`src/rtl/qefs_pkg.sv`:
```
// Shared types and constants for the quoted/escaped field scanner.
// No dependencies; used by every module under rtl/ except qefs_fifo.
package qefs_pkg;

   localparam int LINE_BITS_DEFAULT   = 32;
   localparam int COLUMN_BITS_DEFAULT = 16;
   localparam int QUEUE_DEPTH_DEFAULT = 2;

   localparam int CSR_INDEX_BITS = 3;
   localparam int CSR_DATA_BITS  = 64;
   localparam int LINE_OUT_BITS  = 32;
   localparam int COL_OUT_BITS   = 16;

   // Configuration register indexes
   typedef enum logic [CSR_INDEX_BITS-1:0] {
      CSR_DELIM_0 = 3'd0,
      CSR_DELIM_1 = 3'd1,
      CSR_DELIM_2 = 3'd2,
      CSR_DELIM_3 = 3'd3,
      CSR_ESCAPE  = 3'd4
   } csr_index_type;

   localparam logic [CSR_DATA_BITS-1:0] DELIM_0_RESET = 64'h0000_1000_0000_0000; // comma
   localparam logic [7:0] ESCAPE_RESET = 8'h5C;

   localparam logic [7:0] CHAR_DQUOTE  = 8'h22;
   localparam logic [7:0] CHAR_SQUOTE  = 8'h27;
   localparam logic [7:0] CHAR_NEWLINE = 8'h0A;

   localparam logic [1:0] ACT_DROP   = 2'd0;
   localparam logic [1:0] ACT_APPEND = 2'd1;
   localparam logic [1:0] ACT_TERM   = 2'd2;
   localparam logic [1:0] ACT_EOI    = 2'd3;

   localparam logic [1:0] ERR_NONE   = 2'd0;
   localparam logic [1:0] ERR_QUOTE  = 2'd1;
   localparam logic [1:0] ERR_ESC_NL = 2'd2;

   // Classified input byte, front to back
   typedef struct packed {
      logic       eoi;
      logic [7:0] data;
      logic       is_delim;
      logic       is_newline;
      logic       is_dquote;
      logic       is_squote;
      logic       is_escape;
   } scan_item_type;

   // One result transaction
   typedef struct packed {
      logic [7:0]               out_byte;
      logic [1:0]               action;
      logic [1:0]               error_code;
      logic [LINE_OUT_BITS-1:0] line_number;
      logic [COL_OUT_BITS-1:0]  column_number;
   } scan_result_type;

endpackage

```
`src/rtl/qefs_fifo.sv`:
```
// Small register-based queue used between front and back and on the result side.
// Depends on nothing but its parameters.
module qefs_fifo #(
   parameter int WIDTH = 8,
   parameter int DEPTH = 2
) (
   input  logic             clock,
   input  logic             reset,
   input  logic             push,
   input  logic [WIDTH-1:0] push_data,
   output logic             full,
   input  logic             pop,
   output logic [WIDTH-1:0] pop_data,
   output logic             empty
);

   localparam int PW = (DEPTH > 1) ? $clog2(DEPTH) : 1;
   localparam int CW = $clog2(DEPTH + 1);

   logic [WIDTH-1:0] mem_ff [DEPTH];
   logic [PW-1:0]    wr_ptr_ff, wr_ptr_in;
   logic [PW-1:0]    rd_ptr_ff, rd_ptr_in;
   logic [CW-1:0]    count_ff, count_in;
   logic             do_push, do_pop;

   assign full     = (count_ff == CW'(DEPTH));
   assign empty    = (count_ff == '0);
   assign do_push  = push && !full;
   assign do_pop   = pop && !empty;
   assign pop_data = mem_ff[rd_ptr_ff];

   always_comb begin
      wr_ptr_in = wr_ptr_ff;
      rd_ptr_in = rd_ptr_ff;
      count_in  = count_ff;
      if (do_push) begin
         wr_ptr_in = (wr_ptr_ff == PW'(DEPTH - 1)) ? '0 : wr_ptr_ff + 1'b1;
      end
      if (do_pop) begin
         rd_ptr_in = (rd_ptr_ff == PW'(DEPTH - 1)) ? '0 : rd_ptr_ff + 1'b1;
      end
      if (do_push && !do_pop) begin
         count_in = count_ff + 1'b1;
      end else if (do_pop && !do_push) begin
         count_in = count_ff - 1'b1;
      end
   end

   always_ff @(posedge clock) begin
      if (reset) begin
         wr_ptr_ff <= '0;
         rd_ptr_ff <= '0;
         count_ff  <= '0;
      end else begin
         wr_ptr_ff <= wr_ptr_in;
         rd_ptr_ff <= rd_ptr_in;
         count_ff  <= count_in;
      end
   end

   always_ff @(posedge clock) begin
      if (do_push) begin
         mem_ff[wr_ptr_ff] <= push_data;
      end
   end

endmodule

```
`src/rtl/qefs_front.sv`:
```
// Front end: configuration registers and byte classification.
// Depends on qefs_pkg.
module qefs_front (
   input  logic                                 clock,
   input  logic                                 reset,
   input  logic                                 csr_valid,
   output logic                                 csr_ready,
   input  logic [qefs_pkg::CSR_INDEX_BITS-1:0]  csr_index,
   input  logic [qefs_pkg::CSR_DATA_BITS-1:0]   csr_data,
   input  logic                                 cmd,
   input  logic [7:0]                           in_byte,
   output qefs_pkg::scan_item_type              item
);

   logic [qefs_pkg::CSR_DATA_BITS-1:0] delim_ff [4];
   logic [7:0]                         escape_ff;
   logic                               csr_write;

   assign csr_ready = 1'b1;
   assign csr_write = csr_valid && csr_ready;

   always_ff @(posedge clock) begin
      if (reset) begin
         delim_ff[0] <= qefs_pkg::DELIM_0_RESET;
         delim_ff[1] <= '0;
         delim_ff[2] <= '0;
         delim_ff[3] <= '0;
         escape_ff   <= qefs_pkg::ESCAPE_RESET;
      end else if (csr_write) begin
         unique case (csr_index)
            qefs_pkg::CSR_DELIM_0: delim_ff[0] <= csr_data;
            qefs_pkg::CSR_DELIM_1: delim_ff[1] <= csr_data;
            qefs_pkg::CSR_DELIM_2: delim_ff[2] <= csr_data;
            qefs_pkg::CSR_DELIM_3: delim_ff[3] <= csr_data;
            qefs_pkg::CSR_ESCAPE:  escape_ff   <= csr_data[7:0];
            default: ;
         endcase
      end
   end

   always_comb begin
      item.eoi        = cmd;
      item.data       = in_byte;
      item.is_delim   = delim_ff[in_byte[7:6]][in_byte[5:0]];
      item.is_newline = (in_byte == qefs_pkg::CHAR_NEWLINE);
      item.is_dquote  = (in_byte == qefs_pkg::CHAR_DQUOTE);
      item.is_squote  = (in_byte == qefs_pkg::CHAR_SQUOTE);
      item.is_escape  = (in_byte == escape_ff);
   end

endmodule

```
`src/rtl/qefs_back.sv`:
```
// Back end: token state machine and line/column counters.
// Depends on qefs_pkg.
module qefs_back #(
   parameter int LINE_BITS   = qefs_pkg::LINE_BITS_DEFAULT,
   parameter int COLUMN_BITS = qefs_pkg::COLUMN_BITS_DEFAULT
) (
   input  logic                      clock,
   input  logic                      reset,
   input  logic                      in_valid,
   input  qefs_pkg::scan_item_type   item,
   output logic                      in_take,
   input  logic                      out_ready,
   output logic                      out_push,
   output qefs_pkg::scan_result_type result
);

   localparam int LW = (LINE_BITS > qefs_pkg::LINE_OUT_BITS) ?
                       LINE_BITS : qefs_pkg::LINE_OUT_BITS;
   localparam int CW = (COLUMN_BITS > qefs_pkg::COL_OUT_BITS) ?
                       COLUMN_BITS : qefs_pkg::COL_OUT_BITS;
   localparam logic [LW-1:0] LINE_OUT_MAX = LW'({qefs_pkg::LINE_OUT_BITS{1'b1}});
   localparam logic [CW-1:0] COL_OUT_MAX  = CW'({qefs_pkg::COL_OUT_BITS{1'b1}});

   typedef enum logic [2:0] {
      MODE_START,
      MODE_DQ,
      MODE_SQ,
      MODE_SKIP,
      MODE_PLAIN,
      MODE_ESC
   } mode_type;

   mode_type               mode_ff, mode_in;
   logic [LINE_BITS-1:0]   line_ff, line_in;
   logic [COLUMN_BITS-1:0] col_ff, col_in;
   logic [1:0]             action;
   logic [1:0]             err;
   logic [1:0]             plain_act;
   mode_type               plain_mode;
   logic                   fire;
   logic [LW-1:0]          line_ext;
   logic [CW-1:0]          col_ext;

   assign fire     = in_valid && out_ready;
   assign in_take  = fire;
   assign out_push = fire;

   // unquoted, non-escaped byte
   always_comb begin
      if (item.is_newline || item.is_delim) begin
         plain_act  = qefs_pkg::ACT_TERM;
         plain_mode = MODE_START;
      end else if (item.is_escape) begin
         plain_act  = qefs_pkg::ACT_DROP;
         plain_mode = MODE_ESC;
      end else begin
         plain_act  = qefs_pkg::ACT_APPEND;
         plain_mode = MODE_PLAIN;
      end
   end

   always_comb begin
      mode_in = mode_ff;
      action  = qefs_pkg::ACT_DROP;
      err     = qefs_pkg::ERR_NONE;
      line_in = line_ff;
      col_in  = col_ff;
      if (item.eoi) begin
         if (mode_ff == MODE_DQ || mode_ff == MODE_SQ) begin
            err = qefs_pkg::ERR_QUOTE;
         end
         action  = qefs_pkg::ACT_EOI;
         mode_in = MODE_START;
      end else begin
         unique case (mode_ff)
            MODE_START: begin
               if (item.is_dquote) begin
                  action  = qefs_pkg::ACT_APPEND;
                  mode_in = MODE_DQ;
               end else if (item.is_squote) begin
                  action  = qefs_pkg::ACT_APPEND;
                  mode_in = MODE_SQ;
               end else begin
                  action  = plain_act;
                  mode_in = plain_mode;
               end
            end
            MODE_DQ, MODE_SQ: begin
               if ((mode_ff == MODE_DQ && item.is_dquote) ||
                   (mode_ff == MODE_SQ && item.is_squote)) begin
                  action  = qefs_pkg::ACT_APPEND;
                  mode_in = MODE_SKIP;
               end else if (item.is_newline) begin
                  action  = qefs_pkg::ACT_TERM;
                  err     = qefs_pkg::ERR_QUOTE;
                  mode_in = MODE_START;
               end else begin
                  action  = qefs_pkg::ACT_APPEND;
               end
            end
            MODE_SKIP: begin
               if (item.is_delim) begin
                  action  = qefs_pkg::ACT_TERM;
                  mode_in = MODE_START;
               end
            end
            MODE_ESC: begin
               if (item.is_newline) begin
                  action  = qefs_pkg::ACT_TERM;
                  err     = qefs_pkg::ERR_ESC_NL;
                  mode_in = MODE_START;
               end else begin
                  action  = qefs_pkg::ACT_APPEND;
                  mode_in = MODE_PLAIN;
               end
            end
            default: begin
               action  = plain_act;
               mode_in = plain_mode;
            end
         endcase
         if (item.is_newline) begin
            if (!(&line_ff)) begin
               line_in = line_ff + 1'b1;
            end
            col_in = '0;
         end else if (!(&col_ff)) begin
            col_in = col_ff + 1'b1;
         end
      end
   end

   always_ff @(posedge clock) begin
      if (reset) begin
         mode_ff <= MODE_START;
         line_ff <= LINE_BITS'(1);
         col_ff  <= '0;
      end else if (fire) begin
         mode_ff <= mode_in;
         line_ff <= line_in;
         col_ff  <= col_in;
      end
   end

   // counts are reported as they stood before this byte, clipped to the port width
   assign line_ext = LW'(line_ff);
   assign col_ext  = CW'(col_ff);

   always_comb begin
      result.out_byte      = item.eoi ? 8'h00 : item.data;
      result.action        = action;
      result.error_code    = err;
      result.line_number   = (line_ext > LINE_OUT_MAX) ? LINE_OUT_MAX[qefs_pkg::LINE_OUT_BITS-1:0]
                                                       : line_ext[qefs_pkg::LINE_OUT_BITS-1:0];
      result.column_number = (col_ext > COL_OUT_MAX) ? COL_OUT_MAX[qefs_pkg::COL_OUT_BITS-1:0]
                                                     : col_ext[qefs_pkg::COL_OUT_BITS-1:0];
   end

endmodule

```
`src/rtl/quoted_escaped_field_scanner.sv`:
```
// Quoted/escaped field scanner, top level. A transaction accepted by push is
// classified into the item queue, then scanned by the back end and written into
// the result queue once that queue has room; results are read from that queue.
// Throughput: one byte per cycle while the result queue has room.
// Reset (synchronous, active high) empties both queues, restores the delimiter
// set to comma and the escape byte to backslash, and sets line 1, column 0.
module quoted_escaped_field_scanner #(
   parameter int LINE_BITS   = qefs_pkg::LINE_BITS_DEFAULT,
   parameter int COLUMN_BITS = qefs_pkg::COLUMN_BITS_DEFAULT,
   parameter int QUEUE_DEPTH = qefs_pkg::QUEUE_DEPTH_DEFAULT
) (
   input  logic                                clock,
   input  logic                                reset,
   input  logic                                csr_valid,
   output logic                                csr_ready,
   input  logic [qefs_pkg::CSR_INDEX_BITS-1:0] csr_index,
   input  logic [qefs_pkg::CSR_DATA_BITS-1:0]  csr_data,
   input  logic                                push,
   output logic                                full,
   input  logic                                req_cmd,
   input  logic [7:0]                          req_in_byte,
   output logic                                empty,
   input  logic                                pop,
   output logic [7:0]                          rsp_out_byte,
   output logic [1:0]                          rsp_action,
   output logic [1:0]                          rsp_error_code,
   output logic [qefs_pkg::LINE_OUT_BITS-1:0]  rsp_line_number,
   output logic [qefs_pkg::COL_OUT_BITS-1:0]   rsp_column_number
);

   qefs_pkg::scan_item_type   front_item;
   qefs_pkg::scan_item_type   back_item;
   qefs_pkg::scan_result_type back_result;
   qefs_pkg::scan_result_type rsp_result;
   logic                      item_empty;
   logic                      item_take;
   logic                      rsp_full;
   logic                      rsp_push;

   qefs_front u_front (
      .clock     (clock),
      .reset     (reset),
      .csr_valid (csr_valid),
      .csr_ready (csr_ready),
      .csr_index (csr_index),
      .csr_data  (csr_data),
      .cmd       (req_cmd),
      .in_byte   (req_in_byte),
      .item      (front_item)
   );

   qefs_fifo #(
      .WIDTH ($bits(qefs_pkg::scan_item_type)),
      .DEPTH (QUEUE_DEPTH)
   ) u_item_queue (
      .clock     (clock),
      .reset     (reset),
      .push      (push),
      .push_data (front_item),
      .full      (full),
      .pop       (item_take),
      .pop_data  (back_item),
      .empty     (item_empty)
   );

   qefs_back #(
      .LINE_BITS   (LINE_BITS),
      .COLUMN_BITS (COLUMN_BITS)
   ) u_back (
      .clock     (clock),
      .reset     (reset),
      .in_valid  (!item_empty),
      .item      (back_item),
      .in_take   (item_take),
      .out_ready (!rsp_full),
      .out_push  (rsp_push),
      .result    (back_result)
   );

   qefs_fifo #(
      .WIDTH ($bits(qefs_pkg::scan_result_type)),
      .DEPTH (QUEUE_DEPTH)
   ) u_rsp_queue (
      .clock     (clock),
      .reset     (reset),
      .push      (rsp_push),
      .push_data (back_result),
      .full      (rsp_full),
      .pop       (pop),
      .pop_data  (rsp_result),
      .empty     (empty)
   );

   assign rsp_out_byte      = rsp_result.out_byte;
   assign rsp_action        = rsp_result.action;
   assign rsp_error_code    = rsp_result.error_code;
   assign rsp_line_number   = rsp_result.line_number;
   assign rsp_column_number = rsp_result.column_number;

`ifndef SYNTHESIS
   // an error always closes the token
   a_err_ends_token: assert property (@(posedge clock) disable iff (reset)
      (!empty && rsp_error_code != qefs_pkg::ERR_NONE) |->
      (rsp_action == qefs_pkg::ACT_TERM || rsp_action == qefs_pkg::ACT_EOI))
      else $error("error reported on a transaction that does not end a token");

   a_eoi_byte_zero: assert property (@(posedge clock) disable iff (reset)
      (!empty && rsp_action == qefs_pkg::ACT_EOI) |-> (rsp_out_byte == 8'h00))
      else $error("end of input result carries a non-zero byte");

   a_line_nonzero: assert property (@(posedge clock) disable iff (reset)
      !empty |-> (rsp_line_number != '0))
      else $error("line number zero on result");

   // back end only moves an item when the result queue has room
   a_no_rsp_overflow: assert property (@(posedge clock) disable iff (reset)
      rsp_push |-> (!rsp_full && !item_empty))
      else $error("back end pushed into a full result queue");
`endif

endmodule
```
`config.mk`:
```
export PLATFORM = sky130hd
export DESIGN_NAME = quoted_escaped_field_scanner
export DESIGN_NICKNAME = d
export VERILOG_FILES = /design/src/rtl/qefs_pkg.sv /design/src/rtl/qefs_fifo.sv /design/src/rtl/qefs_front.sv /design/src/rtl/qefs_back.sv /design/src/rtl/quoted_escaped_field_scanner.sv
export SDC_FILE = /design/constraint.sdc
export NUM_CORES = 1
export LEC_CHECK = 0
export BUFFER_PORTS_ARGS = -buffer_cell sky130_fd_sc_hd__buf_2
export CORE_MARGIN = 2
export CORE_UTILIZATION = 60
export DETAILED_ROUTE_END_ITERATION = 10
export GPL_TIMING_DRIVEN = 0
export HOLD_SLACK_MARGIN = 0.02
export MAX_ROUTING_LAYER = met4
export PLACE_DENSITY = 0.79
export SLEW_MARGIN = 25
export SYNTH_ARGS = -nofsm -noshare
export SYNTH_HDL_FRONTEND = slang
export SYNTH_SLANG_ARGS = --single-unit
```
`constraint.sdc`:
```
create_clock -name clock -period 5.3 [get_ports clock]
set_input_delay 0.53 -clock clock [delete_from_list [all_inputs] [get_ports clock]]
set_output_delay 0.53 -clock clock [all_outputs]
set_load 0.05 [all_outputs]
```
==> reports/metrics.yaml, run 1 <==
setup_violations: 0
rrSetupSlack_ns: 2.65
synth_seq_area_share_pct: 66.3
worst_pin_slew_ns: 1.04
rows: 67
layout_worst_path_cycle_share_pct: 58.5
outcome: "finished, final reports clean"
cpMostUsedCell: "nand4_1"
grt_pass1_vias: 12452
dp.cells: 1996
netlist_instances: 1396
slowest_stage: "buf_1"
path_cells: "buf_2 -> buf_1 -> buf_1 -> mux4_2 -> a22oi_1 -> nand4_1 -> nand4_1 -> nand4_1"
die_h_microns: 188
synth.avg_cell_area_sq_um: 14.6
wire_per_inst_microns: 21.7
relSlewSlack_pct: 30.4
synth_flop_cell: "edfxtp_1"
met2_usage_pct: 44.8
coreArea_sq_um: 33500
synth_area_leaders: "edfxtp_1, and2_1, mux4_2"
fin_crit_ns: 3.10
async_flop_share_pct: 0
firstDrtPassIters: 6
die_width_microns: 188
cts_tree: "yes"
holdBufCountCts: 0
p_leak_nw: 8.34
finalPower_w: 0.0107
gp_congestion: 0.875
finalHoldViolCount: 0
port_buffers: 141
yosysTopAreaCell: "edfxtp_1"
critPathArrivalTime_ns: 3.37
nFillCells: 2260
via_per_inst: 5.92
crit_type: "in2reg"
hpwl_mm: 29.7
busiest_layer: "met2"
pin_count: 144
critPathMaxFanout: 10
drt_first_iter_violations: 1537
mostFrequentLayoutCell: "edfxtp_1"
synth-seq-cells: 473
crit_required_ns: 5.57
grt_max_degree: 49
cp-end-kind: "register"
p_per_area_nw_per_um2: 458
ant_nets: 0
yosysUniqueCellTypes: 53
synth-edff-count: 404
nNetsFinal: 1682
rsz0062_at_grt: "no"
dieArea_sq_um: 35500
clock_latency_ns: 0.55
clk_path_buf_depth: 3
yosys_warnings: 0
maxCapViolations: 0
grt_use_met3_pct: 4.25
layout_common_cells: "edfxtp_1, and2_1, buf_2"
ir_drop_mv: 0.433
num_vias: 12403
htree_num_levels: 2
post_cts_resized: 0
grt_pass1_wl_mm: 70.0
clk_pin_slew_ns: 0.06
syn-num-nets: 1481
hold_class: "in2reg"
cts_root_buf: "clkbuf_16"
syn_area_sq_um: 20400
synth_top_area_share_pct: 59.5
clock_skew_ns: 0.0138
antenna_found_initial: 10
cpPeakStageDelay_ns: 0.78
grt_use_total_pct: 26.8
met1_usage_pct: 33.4
stdcell_count: 2095
layout-drive-gt1-share_pct: 23.5
drc: 0
finalMaxSlewViolations: 0
cts_inserted_buffers: 47
grt_overflow: 0
area_delta_synth_final_pct: 14.9
post_cts_buffers: 0
fmax_mhz: 322
cts.sinks: 473
startpoint_type: "input pin"
start_util_pct: 60.8
wl_mm: 45.4
-- cells by family (layout without fill, tap and decap cells) --
logic type	count (synthesis)	in the layout	share of synthesized area [%]
adder cells (fa/ha/maj)	4	4	0.245
buffers and inverters	95	335	1.90
other	1	12	0.0184
AO/OA/AOI/OAI	115	115	3.66
XOR/XNOR	36	36	1.55
flip-flops	473	473	66.3
multiplexers	155	155	11.9
AND/OR/NAND/NOR	517	517	14.5
-- worst paths after layout --
check                                                        from                              endpoint  depth (start not counted)
worst min register to register  u_front.escape_ff[7]$_SDFFE_PP0P_     u_front.escape_ff[7]$_SDFFE_PP0P_                          2
worst max-delay path                               req_in_byte[7]   u_item_queue.mem_ff[0][4]$_DFFE_PP_                          8
worst max register to register                           register       u_back.col_ext[15]$_SDFFE_PP0P_                          7
worst min-delay path                                      req_cmd  u_item_queue.mem_ff[1][13]$_DFFE_PP_                          1
-- sequential cells by signal (all words and copies together), names as in the netlist, named ones only --
register and count:
u_rsp_queue.rd_ptr_ff 1, u_item_queue.rd_ptr_ff 1, u_front.escape_ff 8, u_back.mode_ff 3, u_item_queue.count_ff 2, u_rsp_queue.mem_ff 120, u_rsp_queue.wr_ptr_ff 1, u_item_queue.mem_ff 28
u_back.line_ext 32, u_item_queue.wr_ptr_ff 1, u_back.col_ext 16, u_front.delim_ff 256, u_rsp_queue.count_ff 2
-- through the flow --
stage | setup WS, ns | setup TNS [ns] | utilization (%) | hold WS [ns] | area [sq um]
floorplan | 1.34 | 0 | - | 0.448 | 20400
global placement | -0.214 | -12.65 | 64.6 | 0.456 | 21700
detailed placement | 1.61 | 0 | 65.4 | 0.462 | 21900
CTS | 2.18 | 0 | 69.8 | 0.153 | 23400
global route | 1.97 | 0 | 69.8 | 0.152 | 23400
finish | 2.20 | 0 | 69.8 | 0.172 | 23400
-- critical path, delay by kind of cell --
| kind | cells | cell delay [ns] |
|---|---|---|
| compound gates | 1 | 0.37 |
| buf+inv | 3 | 1.66 |
| mux | 1 | 0.42 |
| simple gates | 3 | 0.37 |
-- synthesized netlist by cell type (3+ instances only) --
library cell,instances
and2_1,262
or4_1,6
buf_1,12
nor4_1,4
nand3_1,32
nand4_1,22
or3_1,10
a21oi_1,33
buf_2,12
nand2b_1,11
nor2b_1,19
o31ai_1,12
nor3_1,13
a22oi_1,19
xnor2_1,13
and3_1,12
a31o_2,6
nor2_1,67
mux2_2,73
clkbuf_1,50
mux4_2,62
inv_1,18
a31oi_1,7
and4_1,4
mux2i_1,19
nand3b_1,5
xor2_1,23
a21o_1,3
ha_1,4
edfxtp_1,404
dfxtp_1,69
o21ai_0,18
nand2_1,46
-- routing by layer --
layer	vias to the layer above	part of all wire, %	routed length [microns]
met5	-	0	0
met4	0	3.3	1510
met3	126	7.8	3550
met2	584	50	22900
met1	6067	39	17500
li1	5626	-	-
-- where the power goes --
group	leakage [nW]	internal, W	switching (W)
registers	4.44	0.00464	0.000149
logic	3.18	0.000838	0.00194
clock network	0.720	0.00180	0.00137
-- final cells by class --
class	count	area (sq um)	area share (%)
antenna	11	27.5	0.118
buffer	77	319	1.36
clock buffer	63	1280	5.45
clock inverter	25	186	0.796
inverter	18	67.6	0.289
multi-input combinational	828	6550	28.0
sequential	473	13500	57.7
tap	448	561	2.39
timing repair buffer	152	913	3.90
Note: power is estimated with default switching activity, not from simulation.
==> run 2, diff against run 1 <==
- clock period: 5.3 -> 3 ns (I/O delays scaled with it)
==> reports/metrics.yaml, run 2 (synthesized netlist as in run 1, its figures left out) <==
path_cells: "buf_2 -> buf_1 -> buf_1 -> mux4_2 -> a22oi_1 -> nand4_1 -> nand4_1 -> nand4_1"
fmax_mhz: 339
rows: 67  # unchanged
die_width_microns: 188  # unchanged
grt_pass1_wl_mm: 70.9  # +1.3%
die_h_microns: 188  # unchanged
cp-end-kind: "register"
htree_num_levels: 2  # unchanged
largest_register_ffs: 256  # unchanged
clock_skew_ns: 0.0206  # +0.00683 ns
cts_inserted_buffers: 47  # unchanged
clock_latency_ns: 0.55  # about the same
grt_max_degree: 46  # -6.1%
via_per_inst: 5.93  # +0.24%
grt_use_total_pct: 27.2  # +0.44 points
startpoint_type: "input pin"
critPathArrivalTime_ns: 3.22  # -0.15 ns
fin_crit_ns: 2.95
maxCapViolations: 0  # unchanged
critPathMaxFanout: 10  # unchanged
cp.depth: 8  # unchanged
drt_first_iter_violations: 1273  # -17%
drc: 0  # unchanged
post_cts_buffers: 0  # unchanged
layout-drive-gt1-share_pct: 23.9  # +0.34 points
slowest_stage: "buf_1"
outcome: "finished, final reports clean"
crit_start: "req_in_byte[7]"
mostFrequentLayoutCell: "edfxtp_1"
crit_required_ns: 3.27  # -2.30 ns
start_util_pct: 60.8  # unchanged
finalMaxSlewViolations: 0  # unchanged
area_delta_synth_final_pct: 15.6
dp.cells: 1997  # +0.050%
hpwl_mm: 30.3  # +1.8%
relSlewSlack_pct: 25.8  # -4.6 points
cts_root_buf: "clkbuf_16"
r2r_end: "u_rsp_queue.count_ff[1]$_SDFFE_PP0P_"
port_buffers: 141  # unchanged
firstDrtPassIters: 6  # unchanged
nNetsFinal: 1690  # +0.48%
p_leak_nw: 8.41  # +0.93%
reg2reg_depth: 7  # unchanged
finalHoldViolCount: 0  # unchanged
r2r-start: "u_rsp_queue.count_ff[1]$_SDFFE_PP0P_"
antenna_found_initial: 9  # -1
clk_path_buf_depth: 3  # unchanged
layout_common_cells: "edfxtp_1, and2_1, buf_2"
cpPeakStageDelay_ns: 0.89  # +0.11 ns
ir_drop_mv: 0.617  # +43%
wl_mm: 45.7  # +0.56%
grt_pass1_vias: 12596  # +1.2%
rsz0062_at_grt: "no"
dieArea_sq_um: 35500  # unchanged
stdcell_count: 2099  # +0.19%
cts_tree: "yes"
cp_num_buf_inv: 3  # unchanged
worstHoldStart: "csr_data[7]"
cts.sinks: 473  # unchanged
clk_pin_slew_ns: 0.06  # about the same
pin_count: 144  # unchanged
num_vias: 12456  # +0.43%
crit_type: "in2reg"
worst_pin_slew_ns: 1.11  # +0.0687 ns
p_per_area_nw_per_um2: 815  # +78%
wire_per_inst_microns: 21.8  # +0.37%
cpMostUsedCell: "nand4_1"
top_register: "u_front.delim_ff"
endpoint: "u_item_queue.mem_ff[1][4]$_DFFE_PP_"
crit_family: "buffers and inverters"
gp_congestion: 0.852  # -2.5%
rrSetupSlack_ns: 0.41  # -2.24 ns
setup_violations: 0  # unchanged
hold_class: "in2reg"
ant_nets: 0  # unchanged
coreArea_sq_um: 33500  # unchanged
grt_overflow: 0  # unchanged
setup_tns_ns: 0  # unchanged
layout_worst_path_cycle_share_pct: 98.2
-- run 2: layout make-up --
cell class	instances	area, sq um
Tap cell	448	561
Multi-Input combinational cell	828	6550
Inverter	18	67.6
Fill cell	2240	9960
Buffer	77	322
Clock inverter	23	220
Clock buffer	63	1310
Antenna cell	9	22.5
Timing Repair Buffer	160	1000
Sequential cell	473	13500
-- run 2: repair_timing --
action / CTS / global route
hold endpoints to repair: 11 / 0
endpoints found under the setup margin: 0 / 2
hold buffers: 7 / 0
gates resized for setup: 0 / 1
-- run 2: routing by layer --
layer | track usage, % | wire, microns | up-vias
met2 | 47.1 | 23500 | 555
li1 | - | - | 5643
met5 | - | 0 | -
met1 | 32.4 | 17000 | 6145
met4 | 9.65 | 1580 | 0
met3 | 4.60 | 3650 | 113
-- run 2: power breakdown --
group	leakage, nW	total (W)	switching, W	internal [W]
combinational	3.22	0.00493	0.00343	0.00151
clock	0.757	0.00581	0.00239	0.00341
sequential	4.44	0.00846	0.000266	0.00820
-- run 2: stage by stage --
| step | instance area, sq um | power [W] | setup WS [ns] | utilization, % | hold slack (ns) |
|---|---|---|---|---|---|
| floorplan | 20400 | 0.0122 | 0.00788 | - | 0.399 |
| finish | 23600 | 0.0192 | 0.0529 | 70.3 | 0.0427 |
| detailed placement | 21900 | 0.0135 | -0.474 | 65.5 | 0.472 |
| global route | 23600 | 0.0199 | 0.0108 | 70.3 | 0.0287 |
| global placement | 21700 | 0.0132 | -1.38 | 64.6 | 0.458 |
| CTS | 23500 | 0.0193 | 0.0959 | 70.2 | 0.0206 |
-- run 2: worst min path at each step --
stage	endpoint	slack, ns	cells past startpoint
after CTS	u_front.escape_ff[7]$_SDFFE_PP0P_	0.02	3
after floorplan	u_item_queue.mem_ff[0][10]$_DFFE_PP_	0.40	0
final	u_front.escape_ff[7]$_SDFFE_PP0P_	0.04	3
after detailed placement	u_front.escape_ff[7]$_SDFFE_PP0P_	0.47	2
after global routing	u_item_queue.mem_ff[0][11]$_DFFE_PP_	0.03	1
after global placement	u_front.escape_ff[1]$_SDFFE_PP0P_	0.46	2
-- run 2: tightest hold or removal path: cells and delay by family --
kind,cells,cell delay (ns)
AO/OA/AOI/OAI,1,0.05
buffers and inverters,1,0.13
AND/OR/NAND/NOR,1,0.06
==> run 3, diff against run 2 <==
- SYNTH_HIERARCHICAL: unset -> 1
==> reports/metrics.yaml, run 3 <==
outcome: "finished, final reports clean"
synth.avg_cell_area_sq_um: 14.2  # -3.0%
layout_worst_path_cycle_share_pct: 90.0  # -8.2 points
htree_num_levels: 2  # unchanged
dp_slack_ns: -0.184  # +0.290 ns
finalMaxSlewViolations: 0  # unchanged
port_buffers: 137  # -2.8%
synth-edff-count: 404  # unchanged
ant_nets: 0  # unchanged
setup_violations: 0  # unchanged
nNetsFinal: 1770  # +4.7%
ir_drop_mv: 0.844  # +37%
reg2reg_depth: 9  # +2
layout-drive-gt1-share_pct: 25.0  # +1.2 points
nFillCells: 2360  # +5.4%
coreArea_sq_um: 34500  # +3.0%
rsz0062_at_grt: "no"
cts_inserted_buffers: 47  # unchanged
multi_input_area_sq_um: 7010  # +6.9%
cp_num_buf_inv: 3  # unchanged
mostFrequentLayoutCell: "edfxtp_1"
start_util_pct: 60.8  # about the same
synth_seq_area_share_pct: 64.3  # -2.0 points
critPathMaxFanout: 10  # unchanged
grt_pass1_wl_mm: 73.8  # +4.1%
yosys_warnings: 6  # +6
fin_area_sq_um: 24100  # +2.2%
cts.sinks: 473  # unchanged
layout_common_cells: "edfxtp_1, and2_1, buf_2"
rows: 68  # +1.5%
critPathArrivalTime_ns: 3.13  # -0.09 ns
p_per_area_nw_per_um2: 787  # -3.5%
grt_overflow: 0  # unchanged
drc: 0  # unchanged
yosys-top-cells-count: "edfxtp_1, and2_1, mux2_2, dfxtp_1"
r2r_end: "u_back/line_ext[16]$_SDFFE_PP0P_"
pin_count: 144  # unchanged
crit_required_ns: 3.43  # +0.16 ns
startpoint_type: "register"
antenna_found_initial: 5  # -4
clk_pin_slew_ns: 0.06  # about the same
syn_area_sq_um: 21000  # +3.1%
synth_area_leaders: "edfxtp_1, and2_1, dfxtp_1"
hold_class: "in2reg"
holdWs_ns: 0.0502  # +0.00755 ns
synth_flop_cell: "edfxtp_1"
grt_use_total_pct: 27.4  # +0.19 points
relSlewSlack_pct: 39.0  # +13 points
cts_tree: "yes"
num_vias: 13243  # +6.3%
grt_pass1_vias: 13385  # +6.3%
worst_pin_slew_ns: 0.910  # -0.203 ns
via_per_inst: 6.07  # +2.2%
path_cells: "clkbuf_4 -> mux2_2 -> clkbuf_2 -> nand4b_1 -> clkbuf_2 -> nor2_2 -> nand2_1 -> nor3b_1 -> mux2_2"
largest_register_ffs: 256  # unchanged
synth-seq-cells: 473  # unchanged
wire_per_inst_microns: 21.9  # +0.42%
die_h_microns: 191  # +1.5%
grt_max_degree: 49  # +6.5%
ff_latch_area_sq_um: 13500  # about the same
clock_skew_ns: 0.0137  # -0.00690 ns
firstDrtPassIters: 5  # -1
clk_path_buf_depth: 3  # unchanged
worstHoldEndpoint: "u_front/escape_ff[0]$_SDFFE_PP0P_"
drt_first_iter_violations: 1109  # -13%
dieArea_sq_um: 36500  # +3.0%
netlist_instances: 1484  # +6.3%
rrSetupSlack_ns: 0.30  # -0.11 ns
slowest_stage: "dfxtp_2"
fmax_mhz: 370  # +9.1%
finalHoldViolCount: 0  # unchanged
hpwl_mm: 32.0  # +5.7%
maxCapViolations: 0  # unchanged
synth_top_area_share_pct: 57.7  # -1.8 points
fin_crit_ns: 2.70  # -0.247 ns
cpPeakStageDelay_ns: 0.41  # -0.48 ns
yosysMostFrequentCell: "edfxtp_1"
p_leak_nw: 8.48  # +0.81%
cts_root_buf: "clkbuf_16"
setup_ws_ns: 0.299  # +0.247 ns
die_width_microns: 191  # +1.5%
placed_area_sq_um: 22500  # +2.6%
cp-end-kind: "register"
gp_congestion: 0.920  # +7.9%
area_delta_synth_final_pct: 14.6
worstHoldStart: "csr_data[0]"
yosysTopAreaCell: "edfxtp_1"
async_flop_share_pct: 0  # unchanged
wl_mm: 47.7  # +4.4%
clock_latency_ns: 0.54  # about the same
crit_type: "reg2reg"
hold_path_depth: 3  # unchanged
yosysUniqueCellTypes: 68  # +28%
top_register: "u_front/delim_ff"
syn-num-nets: 1569  # +5.9%
crit_family: "simple AND/OR/NAND/NOR gates"
[run 3: cell types whose count changed in the layout (fill, tap and decap cells not counted), moves of 11 or more]
cell | before | now
a21oi_1 | 33 | 59
xor2_1 | 23 | 6
mux2_2 | 73 | 99
or3_1 | 10 | 24
buf_4 | 6 | 20
a22oi_1 | 19 | 2
o21ai_0 | 18 | 37
buf_1 | 12 | 1
[run 3: metal layers]
| layer | GRT usage (%) | vias up | wire [microns] |
|---|---|---|---|
| met2 | 47.1 | 562 | 24700 |
| met1 | 33.5 | 6564 | 18400 |
| met3 | 3.87 | 113 | 3290 |
| li1 | - | 6004 | - |
| met4 | 9.14 | 0 | 1380 |
| met5 | - | - | 0 |
[run 3: through the flow]
step	utilization, %	setup TNS [ns]	total power, W	instances
floorplan	-	0	0.0122	1484
global placement	64.5	-129.60	0.0133	2076
detailed placement	65.2	-0.528	0.0135	2085
CTS	69.7	0	0.0190	2177
global route	69.7	0	0.0197	2182
finish	69.7	0	0.0189	2183
[run 3: area by class of cell]
type                            instances  area share [%]
Sequential cell                       473            56.1
Multi-Input combinational cell        894            29.1
Clock buffer                           66            5.43
Timing Repair Buffer                  152            3.88
Tap cell                              455            2.36
Buffer                                 95            2.03
Clock inverter                         20           0.670
Inverter                               22           0.353
Antenna cell                            6          0.0623
[run 3: how the worst max path moves through the flow]
stage	to	slack (ns)	depth (start not counted)
floorplan	u_rsp_queue/mem_ff[1][0]$_DFFE_PP_	0.18	8
global placement	u_front/delim_ff[0][46]$_SDFFCE_PN0P_	-0.74	3
detailed placement	u_back/line_ext[16]$_SDFFE_PP0P_	-0.18	9
CTS	u_back/line_ext[16]$_SDFFE_PP0P_	0.008	9
global route	u_back/line_ext[16]$_SDFFE_PP0P_	0.12	8
finish	u_back/line_ext[16]$_SDFFE_PP0P_	0.30	9
[run 3: logic make-up after synthesis]
kind of cell	after synthesis	synth area share [%]
and+or+nand+nor	537	15.0
DFF	473	64.3
AOI/OAI and AO/OA	164	4.77
adders and majority gates	4	0.238
xor gates and xnor gates	15	0.625
muxes	173	12.3
buffers and inverters	117	2.70
other	1	0.0178
[run 3: repair_timing]
item	CTS	global route
gates resized for setup	2	5
endpoints found under the setup margin	8	7
setup buffers	0	0
endpoints found under the hold margin	11	0
hold buffers	6	0
[run 3: report_power, final]
part           total (W)  switching (W)  internal, W
clock network    0.00557        0.00236      0.00322
registers        0.00839       0.000256      0.00814
logic            0.00498        0.00346      0.00152
[run 3: worst register-to-register path, stage by stage (launching register included)]
cell and delay (ns):
dfxtp_2 0.41, clkbuf_4 0.25, mux2_2 0.20, clkbuf_2 0.25, nand4b_1 0.22, clkbuf_2 0.26
nor2_2 0.19, nand2_1 0.18, nor3b_1 0.27, mux2_2 0.37
